**config.mk**
```make
export PLATFORM = sky130hd
export DESIGN_NAME = mac_address_text_parser
export DESIGN_NICKNAME = d
export VERILOG_FILES = /design/src/sv/mactxt_pkg.sv /design/src/sv/mac_address_text_parser.sv /design/src/sv/mactxt_char_class.sv
export SDC_FILE = /design/constraint.sdc
export NUM_CORES = 1
export LEC_CHECK = 0
export BUFFER_PORTS_ARGS = -buffer_cell sky130_fd_sc_hd__buf_4
export CAP_MARGIN = 25
export CORE_ASPECT_RATIO = 0.75
export CORE_MARGIN = 3
export CORE_UTILIZATION = 42
export CTS_CLUSTER_DIAMETER = 50
export DETAILED_ROUTE_END_ITERATION = 10
export SLEW_MARGIN = 20
export SYNTH_ARGS = -nofsm -noshare
export SYNTH_HDL_FRONTEND = slang
export SYNTH_SLANG_ARGS = --single-unit
```
**constraint.sdc**
```tcl
create_clock -name clk -period 7.05 [get_ports clk]
set_input_delay 2.115 -clock clk [delete_from_list [all_inputs] [get_ports clk]]
set_output_delay 2.115 -clock clk [all_outputs]
set_load 0.03 [all_outputs]
```
**src/sv/mactxt_pkg.sv**
```systemverilog
// Shared types and constants for the MAC address text parser.
package mactxt_pkg;

  localparam int unsigned OctetCount = 6;

  localparam logic [2:0]  SepNeeded = 3'd5;
  localparam logic [7:0]  ColonCode = 8'h3A;
  localparam logic [7:0]  DashCode  = 8'h2D;
  localparam logic [47:0] MacOnes   = 48'hFFFF_FFFF_FFFF;

  typedef struct packed {
    logic [7:0] char_code;
    logic       end_of_text;
  } char_item_t;

  typedef struct packed {
    logic [47:0] mac_value;
    logic        parse_ok;
  } mac_item_t;

  typedef struct packed {
    logic       is_hex;
    logic       is_colon;
    logic       is_dash;
    logic [3:0] nibble;
  } char_class_t;

endpackage

```
**src/sv/mac_address_text_parser.sv**
```systemverilog
// Top level of the streaming MAC address text parser.
//
// Usage:
//   The char channel carries one ASCII character per item, with end_of_text
//   set on the final character of an address string. The mac channel carries
//   one result item per string: the 48-bit address (first octet in bits
//   47..40) and parse_ok. A malformed string gives all ones and parse_ok low.
//   Characters without end_of_text produce no result item.
//   Groups are separated by exactly five colons or exactly five dashes; a
//   bad character, a sixth separator or mixed separators latch an error
//   that holds until the final character.
//
// Timing:
//   One character is taken every cycle while char_stall is low. Each
//   character is classified and folded into the parse state by one level
//   of logic; the result item appears in the output register the cycle after
//   its final character is accepted (throughput 1 item per cycle when not stalled).
//   While a result item waits under mac_stall, char_stall is raised; a new
//   character is taken in the same cycle the waiting result leaves.
//
// Reset (rst, synchronous): clears the parse state and the output valid.
// The per-octet store needs no clearing, as each string writes every octet
// it reads.
module mac_address_text_parser (
  input  logic                   clk,
  input  logic                   rst,
  input  logic                   char_valid,
  output logic                   char_stall,
  input  mactxt_pkg::char_item_t char_item,
  output logic                   mac_valid,
  input  logic                   mac_stall,
  output mactxt_pkg::mac_item_t  mac_item
);

  // Parse state
  logic [7:0] group_accumulator;
  logic       expect_first_digit;
  logic [2:0] octet_index;
  logic [2:0] separator_count;
  logic       saw_dash;
  logic       saw_colon;
  logic       error_flag;
  logic [7:0] address_bytes [mactxt_pkg::OctetCount];

  logic [7:0] group_accumulator_next;
  logic       expect_first_digit_next;
  logic [2:0] octet_index_next;
  logic [2:0] separator_count_next;
  logic       saw_dash_next;
  logic       saw_colon_next;
  logic       error_flag_next;
  logic       byte_write;

  logic                    char_accept;
  mactxt_pkg::char_class_t char_class;
  mactxt_pkg::mac_item_t   result;
  logic [7:0]              octet_view [mactxt_pkg::OctetCount-1];

  // Stall the source only while a finished result is held back.
  assign char_stall  = mac_valid && mac_stall;
  assign char_accept = char_valid && !char_stall;

  mactxt_char_class u_char_class (
    .char_code  (char_item.char_code),
    .char_class (char_class)
  );

  // Fold one character into the parse state.
  always_comb begin
    group_accumulator_next  = group_accumulator;
    expect_first_digit_next = expect_first_digit;
    octet_index_next        = octet_index;
    separator_count_next    = separator_count;
    saw_dash_next           = saw_dash;
    saw_colon_next          = saw_colon;
    error_flag_next         = error_flag;
    byte_write              = 1'b0;
    if (!error_flag) begin
      priority if (char_class.is_hex) begin
        // first digit of a pair restarts the accumulator
        group_accumulator_next  = expect_first_digit ? {4'd0, char_class.nibble}
                                                     : {group_accumulator[3:0],
                                                        char_class.nibble};
        expect_first_digit_next = !expect_first_digit;
      end else if (char_class.is_colon || char_class.is_dash) begin
        saw_colon_next = saw_colon || char_class.is_colon;
        saw_dash_next  = saw_dash || char_class.is_dash;
        if (separator_count >= mactxt_pkg::SepNeeded || (saw_colon_next && saw_dash_next))
        begin
          error_flag_next = 1'b1;
        end else begin
          // close the group: store it and open an empty one
          byte_write              = 1'b1;
          octet_index_next        = octet_index + 3'd1;
          separator_count_next    = separator_count + 3'd1;
          group_accumulator_next  = 8'd0;
          expect_first_digit_next = 1'b1;
        end
      end else begin
        error_flag_next = 1'b1;
      end
    end
  end

  // Bypass the octet written by this character into the result.
  always_comb begin
    for (int k = 0; k < mactxt_pkg::OctetCount - 1; k++) begin
      octet_view[k] = (byte_write && octet_index == 3'(k)) ? group_accumulator
                                                             : address_bytes[k];
    end
  end

  always_comb begin
    result.parse_ok  = !error_flag_next && (separator_count_next == mactxt_pkg::SepNeeded);
    result.mac_value = result.parse_ok
                       ? {octet_view[0], octet_view[1], octet_view[2],
                          octet_view[3], octet_view[4], group_accumulator_next}
                       : mactxt_pkg::MacOnes;
  end

  // Advance the parse state; drop back to the start after the final character.
  always_ff @(posedge clk) begin
    if (rst) begin
      group_accumulator  <= 8'd0;
      expect_first_digit <= 1'b1;
      octet_index        <= 3'd0;
      separator_count    <= 3'd0;
      saw_dash           <= 1'b0;
      saw_colon          <= 1'b0;
      error_flag         <= 1'b0;
    end else if (char_accept) begin
      if (char_item.end_of_text) begin
        group_accumulator  <= 8'd0;
        expect_first_digit <= 1'b1;
        octet_index        <= 3'd0;
        separator_count    <= 3'd0;
        saw_dash           <= 1'b0;
        saw_colon          <= 1'b0;
        error_flag         <= 1'b0;
      end else begin
        group_accumulator  <= group_accumulator_next;
        expect_first_digit <= expect_first_digit_next;
        octet_index        <= octet_index_next;
        separator_count    <= separator_count_next;
        saw_dash           <= saw_dash_next;
        saw_colon          <= saw_colon_next;
        error_flag         <= error_flag_next;
      end
    end
  end

  // Octet store: written only while fewer than five separators are seen.
  always_ff @(posedge clk) begin
    if (char_accept && byte_write) begin
      address_bytes[octet_index] <= group_accumulator;
    end
  end

  // Output register: load on the final character, hold while stalled.
  always_ff @(posedge clk) begin
    if (rst) begin
      mac_valid <= 1'b0;
    end else if (char_accept && char_item.end_of_text) begin
      mac_valid <= 1'b1;
    end else if (!mac_stall) begin
      mac_valid <= 1'b0;
    end
  end

  always_ff @(posedge clk) begin
    if (char_accept && char_item.end_of_text) begin
      mac_item <= result;
    end
  end

  // Checks
  a_index_tracks_separators: assert property (@(posedge clk) disable iff (rst)
    octet_index == separator_count && separator_count <= mactxt_pkg::SepNeeded)
    else $error("octet index and separator count disagree");

  a_result_from_final_char: assert property (@(posedge clk) disable iff (rst)
    $rose(mac_valid) |-> $past(char_accept && char_item.end_of_text))
    else $error("result appeared without a final character");

  a_error_gives_ones: assert property (@(posedge clk) disable iff (rst)
    mac_valid && !mac_item.parse_ok |-> mac_item.mac_value == mactxt_pkg::MacOnes)
    else $error("failed parse did not report all ones");

  a_clear_after_final: assert property (@(posedge clk) disable iff (rst)
    char_accept && char_item.end_of_text |=>
      separator_count == 3'd0 && !error_flag && expect_first_digit)
    else $error("parse state not cleared after final character");

endmodule

```
**src/sv/mactxt_char_class.sv**
```systemverilog
// Character classifier: hex digit value, colon and dash detection.
module mactxt_char_class (
  input  logic [7:0]              char_code,
  output mactxt_pkg::char_class_t char_class
);

  always_comb begin
    char_class          = '0;
    char_class.is_colon = (char_code == mactxt_pkg::ColonCode);
    char_class.is_dash  = (char_code == mactxt_pkg::DashCode);
    priority if (char_code >= 8'h30 && char_code <= 8'h39) begin
      char_class.is_hex = 1'b1;
      char_class.nibble = char_code[3:0];
    end else if ((char_code >= 8'h41 && char_code <= 8'h46) ||
                 (char_code >= 8'h61 && char_code <= 8'h66)) begin
      // letter low nibble 1..6 maps to 10..15
      char_class.is_hex = 1'b1;
      char_class.nibble = char_code[3:0] + 4'd9;
    end else begin
      char_class.is_hex = 1'b0;
      char_class.nibble = 4'd0;
    end
  end

endmodule
```
# Yosys cells after proc, flatten, opt, wreduce, memory -nomap -nowiden
# Memory sizes are Yosys's and may differ from the RTL's. A register that Yosys moved wholly into a read port is not among the register bits.
# Cells that the tools add are included.
dict set report classes {
  reduce_logical 33
  n_lt_le_gt_ge 7
  mux 51
  n_eq_ne 12
  add_sub_neg 3
}
# op n
set op_table {}
lappend op_table {{$mux 8} 11}
lappend op_table {{$mux 3} 10}
lappend op_table {{$mux 1} 28}
lappend op_table {{$eq 8x6->1 const B} 2}
lappend op_table {{$ge 8x7->1 const B} 2}
lappend op_table {{$le 8x7->1 const B} 2}
lappend op_table {{$logic_and 1x1->1} 14}
lappend op_table {{$ge 8x6->1 const B} 1}
lappend op_table {{$le 8x6->1 const B} 1}
lappend op_table {{$logic_not 1->1} 8}
lappend op_table {{$mux 4} 2}
lappend op_table {{$reduce_and 4->1} 2}
lappend op_table {{$add 3x1->3 const B} 2}
lappend op_table {{$eq 3x2->1 const B} 2}
lappend op_table {{$eq 3x3->1 const B} 2}
lappend op_table {{$ne 2x2->1 const B} 3}
lappend op_table {{$logic_or 1x1->1} 5}
lappend op_table {{$reduce_and 5->1} 1}
lappend op_table {{$add 4x4->4 const B} 1}
lappend op_table {{$eq 3x1->1 const B} 1}
lappend op_table {{$ge 3x3->1 const B} 1}
lappend op_table {{$logic_not 3->1} 1}
lappend op_table {{$ne 3x3->1 const B} 1}
lappend op_table {{$reduce_bool 3->1} 1}
lappend op_table {{2 further kinds} 2}
dict set report word_totals {
  memories 1
  ram_bits 48
  output_inout_bits 51
  wordCells 117
  ff_bits 68
}
# memory depth word_bits read_ports rd_ports_with_merged_regs write_ports line_no
set memory_table {}
lappend memory_table {address_bytes 6 8 5 5 1 mac_address_text_parser.sv:43} ;# logic [7:0] address_bytes [mactxt_pkg::OctetCount];

# Longest topological paths before layout
# Gate-level depths: netlist of the first run.
dict set report depth {
  word_depth 11
  mapped_depth 11
}

# Cells and area by module
# From an unflattened synthesis of the first run, not the netlist that was laid out.
dict set report unflattened {
  hier_cells 407
  area_unflattened_um2 4986.0
}
# module area_each_um2 instances cells_each
set modules_own_cells {}
lappend modules_own_cells {mac_address_text_parser 4743.3 1 377}
lappend modules_own_cells {mactxt_char_class 242.7 1 30}

# Worst setup path before layout of the first run
# No wires, ideal clock.
dict set report synth_timing {
  kind {input-to-reg}
  from {input char_valid}
  to {register mac_item[0] (netlist bit) (enable)}
  cell_stages 2
  setup_slack_ps 2069
  setup_time_ps 460
  t_arrival_ps 4521
  path_buffers 0
  cell_sequence {a21bo_2 nor2_1}
}
dict set report synth_via {
  elab_chain_cells 2
}
# item line_no
set synth_lines {}
lappend synth_lines {{from (decl)} mac_address_text_parser.sv:27} ;# input logic char_valid,
lappend synth_lines {{$logic_and 1x1->1} mac_address_text_parser.sv:61} ;# assign char_accept = char_valid && !char_stall;
lappend synth_lines {{$logic_and 1x1->1} mac_address_text_parser.sv:171} ;# if (char_accept && char_item.end_of_text) begin
lappend synth_lines {{to (signal assigned)} mac_address_text_parser.sv:172} ;# mac_item <= result;
lappend synth_lines {{to (decl)} mac_address_text_parser.sv:32} ;# output mactxt_pkg::mac_item_t mac_item
# No other way between the ends.
# A chain may end at the register's enable or synchronous reset.

# Worst setup path after layout of the first run
dict set report layout_timing {
  from {input char_item[2] (netlist bit)}
  to {register, netlist name mac_item[39]}
}
dict set report layout_via {
  elab_chain_cells 11
  elab_cells_between_ends 31
  classes_between {order compare (6); eq/ne (3); mux (10); reduce/logical (12)}
}
# item line_no
set layout_lines {}
lappend layout_lines {{from (decl)} mac_address_text_parser.sv:29} ;# input mactxt_pkg::char_item_t char_item,
lappend layout_lines {{parallel branches: the longest is 9 deep, another holds $ge 8x7->1} --}
lappend layout_lines {{$logic_and 1x1->1 (*)} mac_address_text_parser.sv:114} ;# result.parse_ok = !error_flag_next && (separator_count_next == mactxt_pkg::SepNeeded);
lappend layout_lines {{$logic_not 1->1 (no source line) (*)} --}
# Every way passes the cells marked *.

==> impl_metrics.prom, run 1 <==
# TYPE chip_impl_metric gauge
chip_impl_info{name="run_status",value="complete, no violations"} 1
chip_impl_metric{name="switching_share",unit="%"} 21.9
chip_impl_metric{name="chipHeight",unit="um"} 98.6
chip_impl_metric{name="final-setup-viol-count",unit=""} 0
chip_impl_metric{name="seqCellArea",unit="um2"} 3050
chip_impl_metric{name="switchingPower",unit="mW"} 0.265
chip_impl_metric{name="post_cts_hold_buffer_count",unit=""} 0
chip_impl_metric{name="relSlewSlack",unit="%"} 38.0
chip_impl_metric{name="timing.final.crit_period",unit="ns"} 5.04
chip_impl_metric{name="floorplan.die.width",unit="um"} 129
chip_impl_metric{name="clock_path_buffers",unit=""} 2
chip_impl_metric{name="grt_start_max_net_pins",unit=""} 36
chip_impl_metric{name="arrival_time_worst_endpoint",unit="ns"} 5.12
chip_impl_metric{name="number_of_global_route_vias_before_repair",unit=""} 2959
chip_impl_metric{name="vias",unit=""} 3042
chip_impl_metric{name="route.detailed.drc",unit=""} 0
chip_impl_metric{name="vias_per_cell",unit=""} 5.30
chip_impl_info{name="worstSetupStartpointType",value="primary input"} 1
chip_impl_metric{name="number_of_buffers_inserted_by_port_buffering",unit=""} 63
chip_impl_metric{name="ys_async_sr_fraction",unit="%"} 0
chip_impl_metric{name="placeableCoreArea",unit="um2"} 11000
chip_impl_metric{name="clk_pin_slew_worst_paths",unit="ns"} 0.07
chip_impl_metric{name="p_leak",unit="nW"} 1.78
chip_impl_metric{name="die_area",unit="um2"} 12800
chip_impl_metric{name="worst-endpoint-required",unit="ns"} 7.13
chip_impl_metric{name="number_of_resized_instances_in_the_post_cts_repair_step",unit=""} 0
chip_impl_metric{name="area_of_the_multi_input_gates",unit="um2"} 1620
chip_impl_metric{name="clock_sink_count",unit=""} 108
chip_impl_metric{name="seq_power_share",unit="%"} 56.9
chip_impl_metric{name="globalplace.congestion",unit=""} 0.804
chip_impl_metric{name="timing.setup.tns",unit="ns"} 0
chip_impl_info{name="cts_tree",value="done"} 1
chip_impl_info{name="netlist_top_cells_count",value="sky130_fd_sc_hd__edfxtp_1 (89), sky130_fd_sc_hd__nand2_1 (59), sky130_fd_sc_hd__mux2i_1 (41)"} 1
chip_impl_info{name="synth_most_common_cell",value="sky130_fd_sc_hd__edfxtp_1"} 1
chip_impl_metric{name="clock.fmax",unit="GHz"} 0.199
chip_impl_info{name="setup.worst_path.class",value="primary input to flip-flop"} 1
chip_impl_metric{name="postRouteWirelength",unit="mm"} 9.77
chip_impl_info{name="yosys_most_used_dff",value="sky130_fd_sc_hd__edfxtp_1"} 1
chip_impl_metric{name="synth-edff-count",unit=""} 89
chip_impl_metric{name="total_cts_buffers",unit=""} 9
chip_impl_metric{name="netlist-cell-type-count",unit=""} 56
chip_impl_info{name="rsz0062_at_grt",value="false"} 1
chip_impl_metric{name="power.share.clock",unit="%"} 39.3
chip_impl_info{name="synth.area.top_cells",value="sky130_fd_sc_hd__edfxtp_1 (56%), sky130_fd_sc_hd__mux2i_1 (8.5%), sky130_fd_sc_hd__dfxtp_1 (7.9%)"} 1
chip_impl_metric{name="area.growth.synth_to_final",unit="%"} 18.9
chip_impl_metric{name="initial_core_util",unit="%"} 43.6
chip_impl_metric{name="worstPathMaxFanout",unit=""} 27
chip_impl_metric{name="vdd_ir_drop_max",unit="mV"} 0.130
chip_impl_metric{name="synth_seq_cells",unit=""} 108
chip_impl_metric{name="hold-worst-slack",unit="ns"} 0.528
chip_impl_metric{name="syn_area",unit="um2"} 4800
chip_impl_metric{name="boundaryPins",unit=""} 64
chip_impl_metric{name="timing.final.crit_share",unit="%"} 71.4
chip_impl_info{name="ctsRootBufferMaster",value="sky130_fd_sc_hd__clkbuf_16"} 1
chip_impl_metric{name="cts_setup_buffers",unit=""} 0
chip_impl_metric{name="antenna_found_initial",unit=""} 0
chip_impl_metric{name="worst_slew_pin_tran",unit="ns"} 0.930
chip_impl_metric{name="detailedPlacementHpwl",unit="mm"} 6.57
chip_impl_metric{name="synth_sequential_area_ratio",unit="%"} 63.6
chip_impl_info{name="hp-class",value="flip-flop to flip-flop"} 1
chip_impl_metric{name="firstDrtPassIters",unit=""} 4
chip_impl_metric{name="drt-initial-drc-count",unit=""} 214
chip_impl_metric{name="clk_latency",unit="ns"} 0.34
chip_impl_metric{name="gr-total-overflow",unit=""} 0
chip_impl_info{name="nature_of_the_critical_path_endpoint",value="flip-flop"} 1
chip_impl_metric{name="max_cap_viol_count",unit=""} 0
chip_impl_metric{name="gr-usage-all-layers",unit="%"} 15.9
chip_impl_metric{name="drt.antenna.violating_nets",unit=""} 0
chip_impl_metric{name="syn_area_per_cell",unit="um2"} 13.1
chip_impl_metric{name="cts.htree.levels",unit=""} 3
chip_impl_metric{name="grt_pass1_wl",unit="mm"} 15.7
chip_impl_metric{name="rows",unit=""} 33
chip_impl_metric{name="combPwrFrac",unit="%"} 3.8
chip_impl_metric{name="yosysWarningCount",unit=""} 0
chip_impl_metric{name="internal_power",unit="mW"} 0.946
chip_impl_metric{name="synthesis.nets",unit=""} 390
chip_impl_metric{name="power_density",unit="nW/um2"} 212
chip_impl_metric{name="postSynthCellCount",unit=""} 366
chip_impl_metric{name="post_route_cells_drive_above_1_share",unit="%"} 23.3
chip_impl_metric{name="timing_max_transition_violations_final",unit=""} 0
chip_impl_metric{name="fin_nets",unit=""} 453
chip_impl_info{name="library_cell_with_the_largest_summed_area_after_synthesis",value="sky130_fd_sc_hd__edfxtp_1"} 1
chip_impl_metric{name="average_routed_wire_per_standard_cell",unit="um"} 17.0
chip_impl_metric{name="num_antenna_cells",unit=""} 0
chip_impl_metric{name="final-hold-violation-count",unit=""} 0
chip_impl_metric{name="synth_top_cell_area_share",unit="%"} 55.6
chip_impl_metric{name="clock-skew-final",unit="ns"} 0.00490
chip_impl_metric{name="nFillCells",unit=""} 973
[state kept, by name, summed over array words and instances, names as in the netlist]
register	flops
address_bytes	40
error_flag	1
expect_first_digit	1
group_accumulator	8
mac_item	49
mac_valid	1
octet_index	3
saw_colon	1
saw_dash	1
separator_count	3
[placed cells by master (no fill, tap or decap), types with 6 or more instances in the layout]
cell type                   synthesis  layout
sky130_fd_sc_hd__dfxtp_1           19      19
sky130_fd_sc_hd__nor4_1             7       7
sky130_fd_sc_hd__buf_4              1      69
sky130_fd_sc_hd__clkbuf_16          0       9
sky130_fd_sc_hd__a21oi_1            9       9
sky130_fd_sc_hd__nor2_1            13      12
sky130_fd_sc_hd__a22oi_1            6       6
sky130_fd_sc_hd__mux2i_1           41      41
sky130_fd_sc_hd__nand3_1            6       6
sky130_fd_sc_hd__ha_1              11      11
sky130_fd_sc_hd__edfxtp_1          89      89
sky130_fd_sc_hd__nand2_1           59      59
sky130_fd_sc_hd__a31oi_1            6       6
sky130_fd_sc_hd__nor3_1             9       8
sky130_fd_sc_hd__inv_1             16      16
[area by class of cell]
cell class	count	share of cell area (%)
Sequential cell	108	53.5
Multi-Input combinational cell	225	28.4
Tap cell	140	3.07
Inverter	16	1.05
Clock buffer	9	3.94
Timing Repair Buffer	69	9.07
Clock inverter	7	1.03
[metal layers]
metal | track usage, % | vias up | wire length (um)
li1 | - | 1500 | -
met1 | 24.1 | 1464 | 5010
met2 | 22.6 | 63 | 4190
met3 | 4.33 | 15 | 430
met4 | 4.55 | 0 | 141
met5 | 0 | - | 0
[through the flow]
| step | instances | power, mW | area [um2] | setup WS [ns] | utilization [%] |
|---|---|---|---|---|---|
| 2_1_floorplan | 366 | 0.732 | 4800 | 2.07 | - |
| 3_3_place_gp | 558 | 0.749 | 5420 | 1.76 | 49.2 |
| 3_5_place_dp | 558 | 0.750 | 5420 | 1.67 | 49.2 |
| 4_1_cts | 574 | 1.22 | 5700 | 2.02 | 51.7 |
| 5_1_grt | 574 | 1.25 | 5710 | 1.78 | 51.8 |
| 6_report | 574 | 1.21 | 5710 | 2.01 | 51.8 |
[power groups by stage]
stage	Sequential, mW	Clock (mW)	Combinational, mW
global placement	0.703	0	0.0456
detailed placement	0.703	0	0.0464
CTS	0.689	0.487	0.0467
finish	0.689	0.475	0.0462
global route	0.689	0.515	0.0508
floorplan	0.703	0	0.0290
[critical path: stages]
cell	delay [ns]
sky130_fd_sc_hd__buf_4	0.14
sky130_fd_sc_hd__inv_1	0.07
sky130_fd_sc_hd__ha_1	0.19
sky130_fd_sc_hd__nand3_1	0.11
sky130_fd_sc_hd__o41a_1	0.33
sky130_fd_sc_hd__o221ai_2	0.67
sky130_fd_sc_hd__o2111a_1	0.26
sky130_fd_sc_hd__o22a_1	0.71
sky130_fd_sc_hd__buf_4	0.40
sky130_fd_sc_hd__nand2_1	0.10
[final timing paths]
kind | to | cells past startpoint | slack [ns] | from
worst max-delay path | mac_item[39]$_SDFFCE_PN1P_ | 10 | 2.01 | char_item[2]
worst min-delay path | saw_colon$_SDFFE_PP0P_ | 2 | 0.53 | saw_colon$_SDFFE_PP0P_
worst max register to register | mac_item[39]$_SDFFCE_PN1P_ | 8 | 3.98 | separator_count[1]$_SDFFE_PP0P_
worst min register to register | saw_colon$_SDFFE_PP0P_ | 2 | 0.53 | saw_colon$_SDFFE_PP0P_
[cells by family (layout without fill, tap and decap cells)]
family	count (synthesis)	after routing	synth area share [%]
DFF	108	108	63.6
muxes	41	41	8.54
adders and majority gates	11	11	2.87
buffers and inverters	33	101	3.00
and+or+nand+nor	117	117	12.8
xor gates and xnor gates	2	2	0.365
AOI/OAI and AO/OA	54	54	8.88
No activity file was read; power rests on OpenSTA's default activity.
==> inputs of run 2 (changes only) <==
- ABC_AREA: default -> 1
- clock period: 7.05 -> 5.05 ns (I/O delays scaled with it)
==> run 2 against run 1 <==
Register-to-register slack lost 1.4 ns; synthesized area is 7.9% higher; first-iteration DRC count is 29% higher; flip-flop and latch count unchanged; clock power increased by 55%; critical path depth grew 5; synthesized cell count up 53%; setup slack got worse by 0.59 ns; clock skew increased by 0.0036 ns; critical endpoint unchanged; largest cell class unchanged.
==> impl_metrics.prom, run 2 <==
# TYPE chip_impl_metric gauge
chip_impl_metric{name="synthesis.nets",unit=""} 584
chip_impl_metric{name="final-setup-viol-count",unit=""} 0
chip_impl_metric{name="num_antenna_cells",unit=""} 0
chip_impl_metric{name="cts_setup_buffers",unit=""} 0
chip_impl_metric{name="clock-skew-final",unit="ns"} 0.00849
chip_impl_metric{name="final-hold-violation-count",unit=""} 0
chip_impl_metric{name="setup.reg_to_reg.worst_slack",unit="ns"} 2.59
chip_impl_info{name="rsz0062_at_grt",value="false"} 1
chip_impl_metric{name="route.detailed.drc",unit=""} 0
chip_impl_metric{name="rows",unit=""} 34
chip_impl_metric{name="die_area",unit="um2"} 13700
chip_impl_info{name="mostFrequentLayoutCells",value="sky130_fd_sc_hd__nand2_1 (157), sky130_fd_sc_hd__edfxtp_1 (89), sky130_fd_sc_hd__nand3_1 (85)"} 1
chip_impl_metric{name="number_of_global_route_vias_before_repair",unit=""} 3694
chip_impl_metric{name="clk_latency",unit="ns"} 0.34
chip_impl_info{name="holdCritStartpoint",value="saw_colon$_SDFFE_PP0P_"} 1
chip_impl_metric{name="timing.final.crit_share",unit="%"} 71.7
chip_impl_metric{name="number_of_resized_instances_in_the_post_cts_repair_step",unit=""} 0
chip_impl_metric{name="worst-endpoint-required",unit="ns"} 5.12
chip_impl_info{name="layout_commonest_cell",value="sky130_fd_sc_hd__nand2_1"} 1
chip_impl_info{name="setup.worst_path.class",value="primary input to flip-flop"} 1
chip_impl_metric{name="postRouteWirelength",unit="mm"} 11.5
chip_impl_metric{name="fin_nets",unit=""} 648
chip_impl_metric{name="hold_path_depth",unit=""} 2
chip_impl_metric{name="post_route_cells_drive_above_1_share",unit="%"} 17.6
chip_impl_info{name="reg_top3",value="mac_item x49, address_bytes x40, group_accumulator x8"} 1
chip_impl_info{name="cts_tree",value="done"} 1
chip_impl_info{name="cpMaxStageDelayCell",value="sky130_fd_sc_hd__buf_4"} 1
chip_impl_metric{name="number_of_buffers_inserted_by_port_buffering",unit=""} 63
chip_impl_metric{name="dp_worst_setup_slack",unit="ns"} 1.10
chip_impl_metric{name="syn_area_per_cell",unit="um2"} 9.25
chip_impl_metric{name="max_cap_viol_count",unit=""} 0
chip_impl_metric{name="timing_max_transition_violations_final",unit=""} 0
chip_impl_metric{name="relSlewSlack",unit="%"} 41.6
chip_impl_metric{name="max_ffs_per_register",unit=""} 49
chip_impl_metric{name="clock_sink_count",unit=""} 108
chip_impl_metric{name="total_cts_buffers",unit=""} 9
chip_impl_info{name="r2r_start",value="separator_count[1]$_SDFFE_PP0P_"} 1
chip_impl_metric{name="arrival_time_worst_endpoint",unit="ns"} 3.69
chip_impl_info{name="run_status",value="complete, no violations"} 1
chip_impl_metric{name="nFillCells",unit=""} 1105
chip_impl_metric{name="detailedPlacementHpwl",unit="mm"} 8.04
chip_impl_info{name="hp-class",value="flip-flop to flip-flop"} 1
chip_impl_info{name="ctsRootBufferMaster",value="sky130_fd_sc_hd__clkbuf_16"} 1
chip_impl_metric{name="post_cts_hold_buffer_count",unit=""} 0
chip_impl_info{name="library_cell_with_the_largest_summed_area_after_synthesis",value="sky130_fd_sc_hd__edfxtp_1"} 1
chip_impl_metric{name="yosysWarningCount",unit=""} 0
chip_impl_info{name="netlist_top_cells_count",value="sky130_fd_sc_hd__nand2_1 (157), sky130_fd_sc_hd__edfxtp_1 (89), sky130_fd_sc_hd__nand3_1 (85)"} 1
chip_impl_metric{name="antenna_found_initial",unit=""} 0
chip_impl_metric{name="firstDrtPassIters",unit=""} 5
chip_impl_metric{name="power_density",unit="nW/um2"} 286
chip_impl_metric{name="timing.final.crit_period",unit="ns"} 3.62
chip_impl_metric{name="synth-edff-count",unit=""} 89
chip_impl_metric{name="vias",unit=""} 3991
chip_impl_info{name="worstSetupStartpointType",value="primary input"} 1
chip_impl_metric{name="worstPathMaxFanout",unit=""} 23
chip_impl_metric{name="post-layout-total-power",unit="mW"} 1.76
chip_impl_metric{name="clk_pin_slew_worst_paths",unit="ns"} 0.07
chip_impl_metric{name="path_buf_inv",unit=""} 6
chip_impl_metric{name="average_routed_wire_per_standard_cell",unit="um"} 14.6
chip_impl_metric{name="syn_area",unit="um2"} 5180
chip_impl_metric{name="worst_slew_pin_tran",unit="ns"} 0.873
chip_impl_info{name="path_delay_family",value="simple AND/OR/NAND/NOR gates"} 1
chip_impl_metric{name="vias_per_cell",unit=""} 5.05
chip_impl_metric{name="ys_async_sr_fraction",unit="%"} 0
chip_impl_metric{name="clock.fmax",unit="GHz"} 0.276
chip_impl_metric{name="placeableCoreArea",unit="um2"} 11800
chip_impl_metric{name="chipHeight",unit="um"} 102
chip_impl_metric{name="vdd_ir_drop_max",unit="mV"} 0.166
chip_impl_metric{name="grt_pass1_wl",unit="mm"} 18.8
chip_impl_metric{name="critPathMaxStageDelay",unit="ns"} 0.33
chip_impl_metric{name="clock_path_buffers",unit=""} 2
chip_impl_info{name="worstReg2RegEnd",value="mac_item[39]$_SDFFCE_PN1P_"} 1
chip_impl_info{name="critical-path-top-cell-by-count",value="sky130_fd_sc_hd__nand3_1"} 1
chip_impl_metric{name="netlist-cell-type-count",unit=""} 30
chip_impl_info{name="largest_register",value="mac_item"} 1
chip_impl_info{name="yosys_most_used_dff",value="sky130_fd_sc_hd__edfxtp_1"} 1
chip_impl_info{name="nature_of_the_critical_path_endpoint",value="flip-flop"} 1
chip_impl_metric{name="synth_top_cell_area_share",unit="%"} 51.6
chip_impl_metric{name="gr-usage-all-layers",unit="%"} 17.6
chip_impl_metric{name="synth_sequential_area_ratio",unit="%"} 58.9
chip_impl_metric{name="boundaryPins",unit=""} 64
chip_impl_info{name="timing.hold.worst_endpoint",value="saw_colon$_SDFFE_PP0P_"} 1
chip_impl_info{name="crit_chain",value="buf_4 > inv_1 > ha_1 > inv_1 > nand3_1 > nand3_1 > nand2_4 > inv_2 > nor2_4 > inv_2 > nand2_2 > nand3_1 > nor2_4 > buf_4 > nand3_1"} 1
chip_impl_metric{name="postSynthCellCount",unit=""} 560
chip_impl_metric{name="drt-initial-drc-count",unit=""} 276
chip_impl_metric{name="area.growth.synth_to_final",unit="%"} 19.1
chip_impl_metric{name="grt_start_max_net_pins",unit=""} 32
chip_impl_metric{name="gr-total-overflow",unit=""} 0
chip_impl_metric{name="synth_seq_cells",unit=""} 108
chip_impl_metric{name="setup_slack",unit="ns"} 1.43
chip_impl_metric{name="worst_r2r_path_depth",unit=""} 11
chip_impl_metric{name="cts.htree.levels",unit=""} 3
chip_impl_metric{name="globalplace.congestion",unit=""} 0.875
chip_impl_metric{name="drt.antenna.violating_nets",unit=""} 0
chip_impl_info{name="synth_most_common_cell",value="sky130_fd_sc_hd__nand2_1"} 1
chip_impl_metric{name="floorplan.die.width",unit="um"} 134
chip_impl_metric{name="timing.setup.tns",unit="ns"} 0
chip_impl_metric{name="initial_core_util",unit="%"} 43.8
chip_impl_metric{name="p_leak",unit="nW"} 2.45
chip_impl_info{name="synth.area.top_cells",value="sky130_fd_sc_hd__edfxtp_1 (52%), sky130_fd_sc_hd__nand2_1 (11%), sky130_fd_sc_hd__nand3_1 (8.2%)"} 1
-- run 2: area by class of cell --
class / count / area [um2] / area share (%)
Inverter: 88 / 330 / 5.35
Clock buffer: 13 / 280 / 4.54
Sequential cell: 108 / 3050 / 49.5
Clock inverter: 3 / 41.3 / 0.669
Timing Repair Buffer: 75 / 563 / 9.12
Multi-Input combinational cell: 342 / 1700 / 27.6
Tap cell: 162 / 203 / 3.28
-- run 2: how the worst max path moves through the flow --
stage | startpoint | to | slack [ns] | cells after the start
6_report | char_item[2] | mac_item[39]$_SDFFCE_PN1P_ | 1.43 | 15
3_3_place_gp | char_item[1] | mac_item[37]$_SDFFCE_PN1P_ | 1.21 | 15
3_5_place_dp | char_item[2] | mac_item[39]$_SDFFCE_PN1P_ | 1.10 | 15
5_1_grt | char_item[2] | mac_item[28]$_SDFFCE_PN1P_ | 1.20 | 15
2_1_floorplan | mac_stall | saw_colon$_SDFFE_PP0P_ | 0.33 | 8
4_1_cts | char_item[2] | mac_item[39]$_SDFFCE_PN1P_ | 1.46 | 15
-- run 2: worst min-delay path: cells and delay by family, from the launching register on --
kind               cells  cell delay, ns
AOI/OAI and AO/OA      1            0.05
DFF                    1            0.31
and+or+nand+nor        1            0.06
-- run 2: per-stage QoR --
stage               std cells  instance area [um2]  hold slack [ns]  util, %
global route              791                 6170            0.480     52.2
CTS                       791                 6170            0.466     52.2
detailed placement        775                 5850            0.455     49.5
floorplan                 560                 5180            0.443        -
global placement          775                 5850            0.454     49.5
finish                    791                 6170            0.462     52.2
-- run 2: cell families (layout without fill, tap and decap cells) --
| family | after synthesis | in the layout | synth area share (%) |
|---|---|---|---|
| buffers and inverters | 110 | 179 | 8.52 |
| AND/OR/NAND/NOR | 302 | 302 | 26.9 |
| adder cells (fa/ha/maj) | 11 | 11 | 2.66 |
| AO/OA/AOI/OAI | 29 | 29 | 3.04 |
| flip-flops | 108 | 108 | 58.9 |
-- run 2: layer usage --
metal / up-vias / part of all wire [%] / global-route usage, % / wire [um]
li1: 1976 / - / - / -
met1: 1865 / 48 / 24.8 / 5550
met2: 139 / 45 / 28.6 / 5240
met3: 11 / 5.8 / 3.64 / 670
met4: 0 / 0.80 / 3.60 / 92
met5: - / 0 / 0 / 0
-- run 2: where the power goes --
part	switching [mW]	total [mW]	internal, mW
registers	0.00367	0.961	0.958
clock network	0.300	0.738	0.438
logic	0.0453	0.0634	0.0181
total	0.348	1.76	1.41
==> inputs of run 3 (changes only) <==
- clock period: 5.05 -> 3.8 ns (I/O delays scaled with it)
==> run 3 against run 2 <==
Hold slack improved by 0.0088 ns; clock power increased by 23%; sequential power increased by 33%; clock skew about the same; routed wire length decreased by 1.5%; core utilization unchanged; global-route usage decreased by 0.35 points; sequential share of layout area unchanged; flip-flop and latch count unchanged; final area unchanged; final cell count increased by 0.13%; largest cell class unchanged; highest routed layer unchanged.
==> impl_metrics.prom, run 3 (synthesis results as in run 2) <==
# TYPE chip_impl_metric gauge
chip_impl_info{name="run_status",value="complete, no violations"} 1
chip_impl_metric{name="die_area",unit="um2"} 13700
chip_impl_metric{name="gr-total-overflow",unit=""} 0
chip_impl_info{name="reg_top3",value="mac_item x49, address_bytes x40, group_accumulator x8"} 1
chip_impl_metric{name="worst-endpoint-required",unit="ns"} 4.00
chip_impl_metric{name="antenna_found_initial",unit=""} 0
chip_impl_metric{name="cts_setup_buffers",unit=""} 0
chip_impl_metric{name="clk_pin_slew_worst_paths",unit="ns"} 0.06
chip_impl_metric{name="relSlewSlack",unit="%"} 41.6
chip_impl_info{name="cts_tree",value="done"} 1
chip_impl_metric{name="timing.setup.tns",unit="ns"} 0
chip_impl_metric{name="detailedPlacementHpwl",unit="mm"} 7.90
chip_impl_metric{name="arrival_time_worst_endpoint",unit="ns"} 3.17
chip_impl_info{name="largest_register",value="mac_item"} 1
chip_impl_metric{name="timing.final.crit_share",unit="%"} 78.2
chip_impl_metric{name="power_density",unit="nW/um2"} 368
chip_impl_metric{name="vias",unit=""} 3932
chip_impl_metric{name="clock_path_buffers",unit=""} 2
chip_impl_info{name="crit_chain",value="buf_4 > inv_1 > ha_1 > inv_1 > nor2_1 > nand2_1 > a21oi_2 > nand3_2 > nor3_2 > buf_4 > nand2_1 > nand2_1 > nand2_1 > nand3_1"} 1
chip_impl_metric{name="number_of_resized_instances_in_the_post_cts_repair_step",unit=""} 0
chip_impl_metric{name="floorplan.die.width",unit="um"} 134
chip_impl_metric{name="gr-usage-all-layers",unit="%"} 17.2
chip_impl_metric{name="clock.fmax",unit="GHz"} 0.337
chip_impl_metric{name="firstDrtPassIters",unit=""} 5
chip_impl_metric{name="p_leak",unit="nW"} 2.44
chip_impl_info{name="layout_commonest_cell",value="sky130_fd_sc_hd__nand2_1"} 1
chip_impl_metric{name="number_of_buffers_inserted_by_port_buffering",unit=""} 63
chip_impl_metric{name="drt.antenna.violating_nets",unit=""} 0
chip_impl_metric{name="post_cts_hold_buffer_count",unit=""} 0
chip_impl_metric{name="boundaryPins",unit=""} 64
chip_impl_metric{name="postRouteWirelength",unit="mm"} 11.4
chip_impl_metric{name="nFillCells",unit=""} 1112
chip_impl_metric{name="seq_power_share",unit="%"} 56.3
chip_impl_info{name="mostFrequentLayoutCells",value="sky130_fd_sc_hd__nand2_1 (157), sky130_fd_sc_hd__edfxtp_1 (89), sky130_fd_sc_hd__nand3_1 (85)"} 1
chip_impl_info{name="setup.worst_path.class",value="primary input to flip-flop"} 1
chip_impl_info{name="nature_of_the_critical_path_endpoint",value="flip-flop"} 1
chip_impl_metric{name="drt-initial-drc-count",unit=""} 266
chip_impl_metric{name="post-layout-total-power",unit="mW"} 2.27
chip_impl_metric{name="initial_core_util",unit="%"} 43.8
chip_impl_metric{name="total_cts_buffers",unit=""} 9
chip_impl_metric{name="clock-skew-final",unit="ns"} 0.00896
chip_impl_metric{name="num_antenna_cells",unit=""} 0
chip_impl_metric{name="internal_power",unit="mW"} 1.83
chip_impl_metric{name="timing.final.crit_period",unit="ns"} 2.97
chip_impl_metric{name="final-hold-violation-count",unit=""} 0
chip_impl_info{name="path_delay_family",value="simple AND/OR/NAND/NOR gates"} 1
chip_impl_metric{name="power.share.clock",unit="%"} 39.9
chip_impl_metric{name="switchingPower",unit="mW"} 0.442
chip_impl_metric{name="vias_per_cell",unit=""} 4.96
chip_impl_metric{name="number_of_global_route_vias_before_repair",unit=""} 3653
chip_impl_info{name="critical-path-top-cell-by-count",value="sky130_fd_sc_hd__nand2_1"} 1
chip_impl_metric{name="critPathMaxStageDelay",unit="ns"} 0.33
chip_impl_metric{name="cts.htree.levels",unit=""} 3
chip_impl_metric{name="max_ffs_per_register",unit=""} 49
chip_impl_metric{name="combPwrFrac",unit="%"} 3.8
chip_impl_info{name="cpMaxStageDelayCell",value="sky130_fd_sc_hd__buf_4"} 1
chip_impl_metric{name="timing_max_transition_violations_final",unit=""} 0
chip_impl_metric{name="max_cap_viol_count",unit=""} 0
chip_impl_metric{name="worstPathMaxFanout",unit=""} 28
chip_impl_metric{name="path_buf_inv",unit=""} 4
chip_impl_metric{name="post_route_cells_drive_above_1_share",unit="%"} 17.1
chip_impl_metric{name="clock_sink_count",unit=""} 108
chip_impl_metric{name="globalplace.congestion",unit=""} 0.957
chip_impl_metric{name="area.growth.synth_to_final",unit="%"} 19.1
chip_impl_metric{name="chipHeight",unit="um"} 102
chip_impl_metric{name="setup_slack",unit="ns"} 0.829
chip_impl_metric{name="clk_latency",unit="ns"} 0.34
chip_impl_metric{name="grt_pass1_wl",unit="mm"} 18.7
chip_impl_metric{name="final-setup-viol-count",unit=""} 0
chip_impl_metric{name="fin_nets",unit=""} 649
chip_impl_metric{name="route.detailed.drc",unit=""} 0
chip_impl_metric{name="average_routed_wire_per_standard_cell",unit="um"} 14.4
chip_impl_info{name="rsz0062_at_grt",value="false"} 1
chip_impl_info{name="hp-class",value="flip-flop to flip-flop"} 1
chip_impl_info{name="ctsRootBufferMaster",value="sky130_fd_sc_hd__clkbuf_16"} 1
chip_impl_info{name="worstSetupStartpointType",value="primary input"} 1
chip_impl_metric{name="vdd_ir_drop_max",unit="mV"} 0.224
chip_impl_metric{name="grt_start_max_net_pins",unit=""} 51
chip_impl_metric{name="worst_slew_pin_tran",unit="ns"} 0.872
chip_impl_metric{name="placeableCoreArea",unit="um2"} 11800
chip_impl_metric{name="rows",unit=""} 34
chip_impl_metric{name="switching_share",unit="%"} 19.5
chip_impl_metric{name="dp_worst_setup_slack",unit="ns"} 0.472
[run 3: changes by cell type in the layout (fill, tap and decap cells not counted)]
cell,change
sky130_fd_sc_hd__clkbuf_1,+4
sky130_fd_sc_hd__buf_12,+2
sky130_fd_sc_hd__clkbuf_8,-3
sky130_fd_sc_hd__inv_4,-1
sky130_fd_sc_hd__buf_4,-1
[run 3: worst register-to-register path, cell delays in order (launching register included)]
cell and delay, ns:
sky130_fd_sc_hd__dfxtp_1 0.38, sky130_fd_sc_hd__inv_1 0.09, sky130_fd_sc_hd__ha_1 0.18, sky130_fd_sc_hd__inv_1 0.05, sky130_fd_sc_hd__a21oi_1 0.10, sky130_fd_sc_hd__a21oi_2 0.17, sky130_fd_sc_hd__nand3_2 0.14, sky130_fd_sc_hd__nor3_2 0.23
sky130_fd_sc_hd__buf_4 0.33, sky130_fd_sc_hd__nand2_1 0.23, sky130_fd_sc_hd__nand2_1 0.11, sky130_fd_sc_hd__nand2_1 0.05, sky130_fd_sc_hd__nand3_1 0.07
[run 3: worst paths after layout]
path | from | endpoint | slack [ns] | cells past startpoint
max | char_item[2] | mac_item[20]$_SDFFCE_PN1P_ | 0.83 | 14
min | saw_colon$_SDFFE_PP0P_ | saw_colon$_SDFFE_PP0P_ | 0.47 | 2
max reg2reg | separator_count[1]$_SDFFE_PP0P_ | mac_item[20]$_SDFFCE_PN1P_ | 1.55 | 12
min reg2reg | saw_colon$_SDFFE_PP0P_ | saw_colon$_SDFFE_PP0P_ | 0.47 | 2
[run 3: metal layers]
| metal | up-vias | routed length, um | track usage [%] |
|---|---|---|---|
| li1 | 1984 | - | - |
| met1 | 1805 | 5470 | 25.3 |
| met2 | 124 | 5030 | 25.8 |
| met3 | 19 | 722 | 4.33 |
| met4 | 0 | 148 | 4.46 |
| met5 | - | 0 | 0 |
[run 3: cell type report]
class	instances	area, um2	share of cell area [%]
clock buffer	14	254	4.12
clock inverter	2	35.0	0.568
inverter	88	330	5.35
multi-input combinational	342	1700	27.6
sequential	108	3050	49.5
tap	162	203	3.28
timing repair buffer	76	596	9.65
[run 3: stage by stage]
step           instances  util [%]  instance area, um2  hold WS (ns)
2_1_floorplan        560         -                5180         0.443
5_1_grt              792      52.2                6170         0.491
3_5_place_dp         776      49.7                5880         0.464
3_3_place_gp         776      49.7                5880         0.457
4_1_cts              792      52.2                6170         0.474
6_report             792      52.2                6170         0.471
[run 3: power by group through the flow]
stage               clock network, mW  registers (mW)  logic [mW]
floorplan                           0            1.31      0.0496
global placement                    0            1.30      0.0846
detailed placement                  0            1.30      0.0862
CTS                             0.931            1.28      0.0866
global route                    0.975            1.28      0.0964
finish                          0.905            1.28      0.0867
